**src/sv/gnms_pkg.sv**
```systemverilog
`timescale 1ns / 1ps

package gnms_pkg;

  // Fixed field widths of the channels
  localparam int unsigned TAG_W   = 16;
  localparam int unsigned EDGE_W  = 16;
  localparam int unsigned THR_W   = 17;
  localparam int unsigned COUNT_W = 7;

  // Threshold value that stands for an IoU of 1.0
  localparam logic [THR_W-1:0] THR_ONE = 17'h10000;
  localparam logic [THR_W-1:0] THR_RESET = 17'h04000;

  // Sequencer states
  typedef enum logic [4:0] {
    ST_IDLE   = 5'b00001,
    ST_AREA   = 5'b00010,
    ST_SCAN   = 5'b00100,
    ST_DRAIN  = 5'b01000,
    ST_DECIDE = 5'b10000
  } state_t;

  // Controls from the sequencer into the overlap pipeline
  typedef struct packed {
    logic clear;      // forget any earlier suppression
    logic load_area;  // push the candidate's own area through the multiplier
    logic cmp_valid;  // a kept box is on the read data this cycle
  } iou_ctl_t;

  // Status back from the overlap pipeline
  typedef struct packed {
    logic busy;       // some stage still holds work
    logic suppress;   // a kept box overlapped too much
  } iou_sts_t;

endpackage

```
**src/sv/gnms_iou.sv**
```systemverilog
`timescale 1ns / 1ps

module gnms_iou #(
  parameter int unsigned CW = 16
) (
  input  logic                      clk,
  input  logic                      rst_n,
  input  gnms_pkg::iou_ctl_t        ctl,
  input  logic [gnms_pkg::THR_W-1:0] thr,
  input  logic [CW-1:0]             cx0,
  input  logic [CW-1:0]             cy0,
  input  logic [CW-1:0]             cx1,
  input  logic [CW-1:0]             cy1,
  input  logic [CW-1:0]             kx0,
  input  logic [CW-1:0]             ky0,
  input  logic [CW-1:0]             kx1,
  input  logic [CW-1:0]             ky1,
  input  logic [2*CW-1:0]           karea,
  output logic [2*CW-1:0]           cand_area,
  output gnms_pkg::iou_sts_t        sts
);

  localparam int unsigned AW = 2 * CW;
  localparam int unsigned PW = 2 * CW + 18;

  // Stage 1: overlap extent or candidate extent
  logic          v1_r, isa1_r, pos1_r;
  logic [CW-1:0] w1_r, h1_r;
  logic [AW-1:0] areab1_r;
  // Stage 2: product
  logic          v2_r, isa2_r, pos2_r;
  logic [AW-1:0] inter2_r, areab2_r;
  // Stage 3: union
  logic          v3_r, pos3_r;
  logic [AW:0]   uni3_r;
  logic [AW-1:0] inter3_r;
  // Stage 4: threshold times union
  logic          v4_r, pos4_r;
  logic [PW-1:0] prod4_r;
  logic [AW-1:0] inter4_r;

  logic [AW-1:0] area_r;
  logic          sup_r;

  logic [CW-1:0] lft, top, rgt, bot;
  logic          ovl_pos;
  logic [PW-1:0] lhs;

  // Overlap corners
  always_comb begin
    lft = (cx0 > kx0) ? cx0 : kx0;
    top = (cy0 > ky0) ? cy0 : ky0;
    rgt = (cx1 < kx1) ? cx1 : kx1;
    bot = (cy1 < ky1) ? cy1 : ky1;
    ovl_pos = (rgt > lft) && (bot > top);
    lhs = {2'b00, inter4_r, 16'h0000};
  end

  // Valid bits of the stages
  always_ff @(posedge clk) begin
    if (!rst_n) begin
      v1_r   <= 1'b0;
      isa1_r <= 1'b0;
      v2_r   <= 1'b0;
      isa2_r <= 1'b0;
      v3_r   <= 1'b0;
      v4_r   <= 1'b0;
    end else begin
      v1_r   <= ctl.load_area | ctl.cmp_valid;
      isa1_r <= ctl.load_area;
      v2_r   <= v1_r;
      isa2_r <= isa1_r;
      v3_r   <= v2_r & ~isa2_r;
      v4_r   <= v3_r;
    end
  end

  // Stage 1: extents
  always_ff @(posedge clk) begin
    if (ctl.load_area) begin
      w1_r   <= (cx1 > cx0) ? cx1 - cx0 : '0;
      h1_r   <= (cy1 > cy0) ? cy1 - cy0 : '0;
      pos1_r <= 1'b0;
    end else begin
      w1_r   <= ovl_pos ? rgt - lft : '0;
      h1_r   <= ovl_pos ? bot - top : '0;
      pos1_r <= ovl_pos;
    end
    areab1_r <= karea;
  end

  // Stage 2: the shared multiplier, area or intersection
  always_ff @(posedge clk) begin
    inter2_r <= w1_r * h1_r;
    pos2_r   <= pos1_r;
    areab2_r <= areab1_r;
  end

  // Hold the candidate's area for the whole scan
  always_ff @(posedge clk) begin
    if (v2_r && isa2_r) begin
      area_r <= inter2_r;
    end
  end

  // Stage 3: union, never negative when the overlap is positive
  always_ff @(posedge clk) begin
    uni3_r   <= {1'b0, area_r} + {1'b0, areab2_r} - {1'b0, inter2_r};
    inter3_r <= inter2_r;
    pos3_r   <= pos2_r;
  end

  // Stage 4: scale the union by the threshold
  always_ff @(posedge clk) begin
    prod4_r  <= thr * uni3_r;
    inter4_r <= inter3_r;
    pos4_r   <= pos3_r;
  end

  // Collect suppression over the scan
  always_ff @(posedge clk) begin
    if (!rst_n) begin
      sup_r <= 1'b0;
    end else if (ctl.clear) begin
      sup_r <= 1'b0;
    end else if (v4_r && pos4_r && (lhs > prod4_r)) begin
      sup_r <= 1'b1;
    end
  end

  assign cand_area    = area_r;
  assign sts.busy     = v1_r | v2_r | v3_r | v4_r;
  assign sts.suppress = sup_r;

endmodule

```
**config.mk**
```make
export PLATFORM = sky130hd
export DESIGN_NAME = gnms_iou
export DESIGN_NICKNAME = d
export VERILOG_FILES = /design/src/sv/gnms_pkg.sv /design/src/sv/gnms_iou.sv
export SDC_FILE = /design/constraint.sdc
export NUM_CORES = 2
export LEC_CHECK = 0
export BUFFER_PORTS_ARGS = -buffer_cell sky130_fd_sc_hd__buf_2
export CAP_MARGIN = 25
export CORE_ASPECT_RATIO = 0.5
export CORE_UTILIZATION = 42
export DETAILED_ROUTE_END_ITERATION = 6
export GPL_ROUTABILITY_DRIVEN = 0
export REMOVE_ABC_BUFFERS = 1
export SLEW_MARGIN = 20
export SYNTH_ARGS = -nofsm -noshare
export SYNTH_HDL_FRONTEND = slang
export SYNTH_SLANG_ARGS = --single-unit
```
**constraint.sdc**
```tcl
create_clock -name clk -period 6.4 [get_ports clk]
set_input_delay 0.96 -clock clk [delete_from_list [all_inputs] [get_ports clk]]
set_output_delay 0.96 -clock clk [all_outputs]
set_load 0.01 [all_outputs]
```
==> metrics.cfg <==
[finish]
syn2layout_area_growth_pct=13.7
multi_input_area_sq_um=31300
drive_gt1_share_pct=12.1
fillCellCount=9545
seqCellArea_sq_um=6690
diodes=0
fin_nets=6328

[route]
vias_per_cell=5.05
route.detailed.drc=0
num_vias=32300
post_drt_wl_per_cell_um=16.9
drt_iter0_markers=1618
ant_nets=0
wl_um=109000
firstDrtPassIters=5

[floorplanning]
dieArea_sq_um=102000
coreArea_sq_um=100000
rows=82
die_w_um=452
die_h_um=227
io_pins=216
start_util_pct=42.4

[clock_network]
cts.sinks=318
cts_tree=yes
htreeDepth=2
cts_made_buffers=37
clk_path_buf_depth=3
clock_latency_ns=0.56
cts-root-buf=clkbuf_16
path_clk_slew_ns=0.06

[synthesis]
netlist.area_leader.share_pct=32.7
synthCells=4692
async_flop_share_pct=0
synth_edf_count=32
synth_seq_area_share_pct=15.8
netlist_area_sq_um=42400
ys_seq_elements=318
synth_warnings=0
synthDistinctLibCells=87
syn_area_per_cell_sq_um=9.04
synth_top_area_cell=fa_1
synth.area.top_cells=fa_1 (33%), dfxtp_1 (13%), ha_1 (12%), inv_1 (9.2%), nand2_1 (5.3%)
synth-main-ff-cell=dfxtp_1

[worst_hold_path]
whs_path_depth=0
hp-class=register to register

[sta]
slew_headroom_pct=41.7
finalHoldViolCount=0
period_share_pct=97.1
skew_ns=0.0263
setup_viol=0
tightest_slew_ns=0.852
whs_ns=0.323
max_freq_mhz=161
drv_slew=0
min_period_ns=6.21
rsz0062_at_grt=true

[run]
maxCapViolCount=0

[worst_setup_path]
end_kind=register
required_ns=6.88
rr_worst_depth=21
cp.arrival_ns=6.70
crit_fanout=8
cp-start-kind=primary input
critical_path_class=primary input to register

[place]
place_hpwl_um=92000
io_buffers=215

[global_routing]
antenna_found_initial=4
grt_pass1_wl_um=178000
grt_max_degree=29
track_usage_pct=21.5
grt_overflow=0
grt_pass1_vias=34200

[outcome]
status=finished, final reports clean

worst paths after layout:
path / slack [ns] / to / start
worst max-delay path: 0.19 / prod4_r[49] / thr[16]
worst min-delay path: 0.32 / areab2_r[8] / areab1_r[8]
worst max register to register: 0.32 / prod4_r[49] / uni3_r[8]
worst min register to register: 0.32 / areab2_r[8] / areab1_r[8]
placed cells by master (no fill, tap or decap), types with 18 or more instances in the layout:
master | Yosys | layout
inv_1 | 1045 | 1043
fa_1 | 694 | 691
nand2_1 | 595 | 595
ha_1 | 419 | 414
and2_1 | 320 | 318
dfxtp_1 | 286 | 280
buf_4 | 2 | 215
buf_2 | 10 | 201
a21oi_1 | 159 | 150
nor2_1 | 112 | 112
a21o_1 | 101 | 101
xnor2_1 | 90 | 90
o21ai_0 | 77 | 73
xor2_1 | 48 | 48
nor3_1 | 44 | 44
clkbuf_16 | 0 | 42
nand4_1 | 37 | 37
nand3_1 | 35 | 35
a22o_1 | 32 | 32
edfxtp_1 | 32 | 32
o21a_1 | 31 | 31
a211oi_1 | 32 | 31
buf_12 | 0 | 30
nor2b_1 | 24 | 24
nand2b_1 | 23 | 23
and4_1 | 21 | 21
mux2_2 | 19 | 19
a31oi_1 | 18 | 18
o21bai_1 | 18 | 18
mux2i_1 | 18 | 18
cell families (layout without fill, tap and decap cells):
family	after synthesis	count (layout)	synth area share, %
mux	49	49	1.33
buf+inv	1206	1576	10.8
simple gates	1264	1264	14.5
flops	318	318	15.8
xor+xnor	138	138	2.85
compound gates	604	604	9.74
fa+ha+maj	1113	1113	45.1
routing by layer:
layer / track usage, % / wire (um)
met1: 29.1 / 48600
met2: 37.0 / 51800
met3: 2.35 / 5490
met4: 5.35 / 2650
met5: 0 / 0
sequential cells by signal, summed over array words and instances, names as in the netlist, 16 cells and up:
signal and cells:
prod4_r 50, uni3_r 33, areab1_r 32, areab2_r 32, cand_area 32, inter2_r 32, inter3_r 32, inter4_r 32
h1_r 16, w1_r 16
cell usage after synthesis (44+ instances only):
master       n
clkbuf_1   143
dfxtp_1    286
xnor2_1     90
ha_1       419
a21oi_1    159
fa_1       694
a21o_1     101
and2_1     320
xor2_1      48
nor3_1      44
o21ai_0     77
nor2_1     112
nand2_1    595
inv_1     1045
stage by stage:
stage	area (sq um)	instances	setup WS, ns	TNS, ns	util (%)
3_3_place_gp	46700	6325	-0.590	-9.91	46.6
5_1_grt	48300	6406	-0.0214	-0.0214	48.2
3_5_place_dp	46700	6325	-0.685	-10.64	46.6
6_report	48300	6406	0.187	0	48.2
2_1_floorplan	41800	4532	0.187	0	-
4_1_cts	47800	6393	0.0278	0	47.8
worst max-delay path: stages:
cell and delay [ns]:
buf_12 0.10, buf_12 0.12, buf_4 0.13, clkbuf_4 0.18
and2_1 0.17, fa_1 0.53, fa_1 0.44, fa_1 0.54
fa_1 0.44, fa_1 0.53, inv_1 0.07, fa_1 0.47
inv_1 0.04, ha_1 0.32, a21oi_1 0.18, o21ai_0 0.16
a221oi_2 0.32, o2111a_2 0.30, a221oi_4 0.05, a41o_1 0.24
a311oi_2 0.24, xnor2_1 0.15
area by class of cell:
cell class,count,share of cell area [%]
well taps,1344,3.49
repair buffers,462,7.18
clock buffers,43,2.03
multi-input cells,3168,64.9
clock inverters,25,0.373
inverters,1046,8.14
flip-flops and latches,318,13.9
what timing repair did:
action	CTS	global route
setup buffers	0	8
hold buffers	0	0
endpoints found under the setup margin	5	23
cloned	0	5
pin swaps	2	25
hold endpoints to repair	0	0
gates resized for setup	5	73
Power is left out: the tool's default activity adds up to more than one toggle a clock period on the data nets, which glitch-free logic cannot reach.
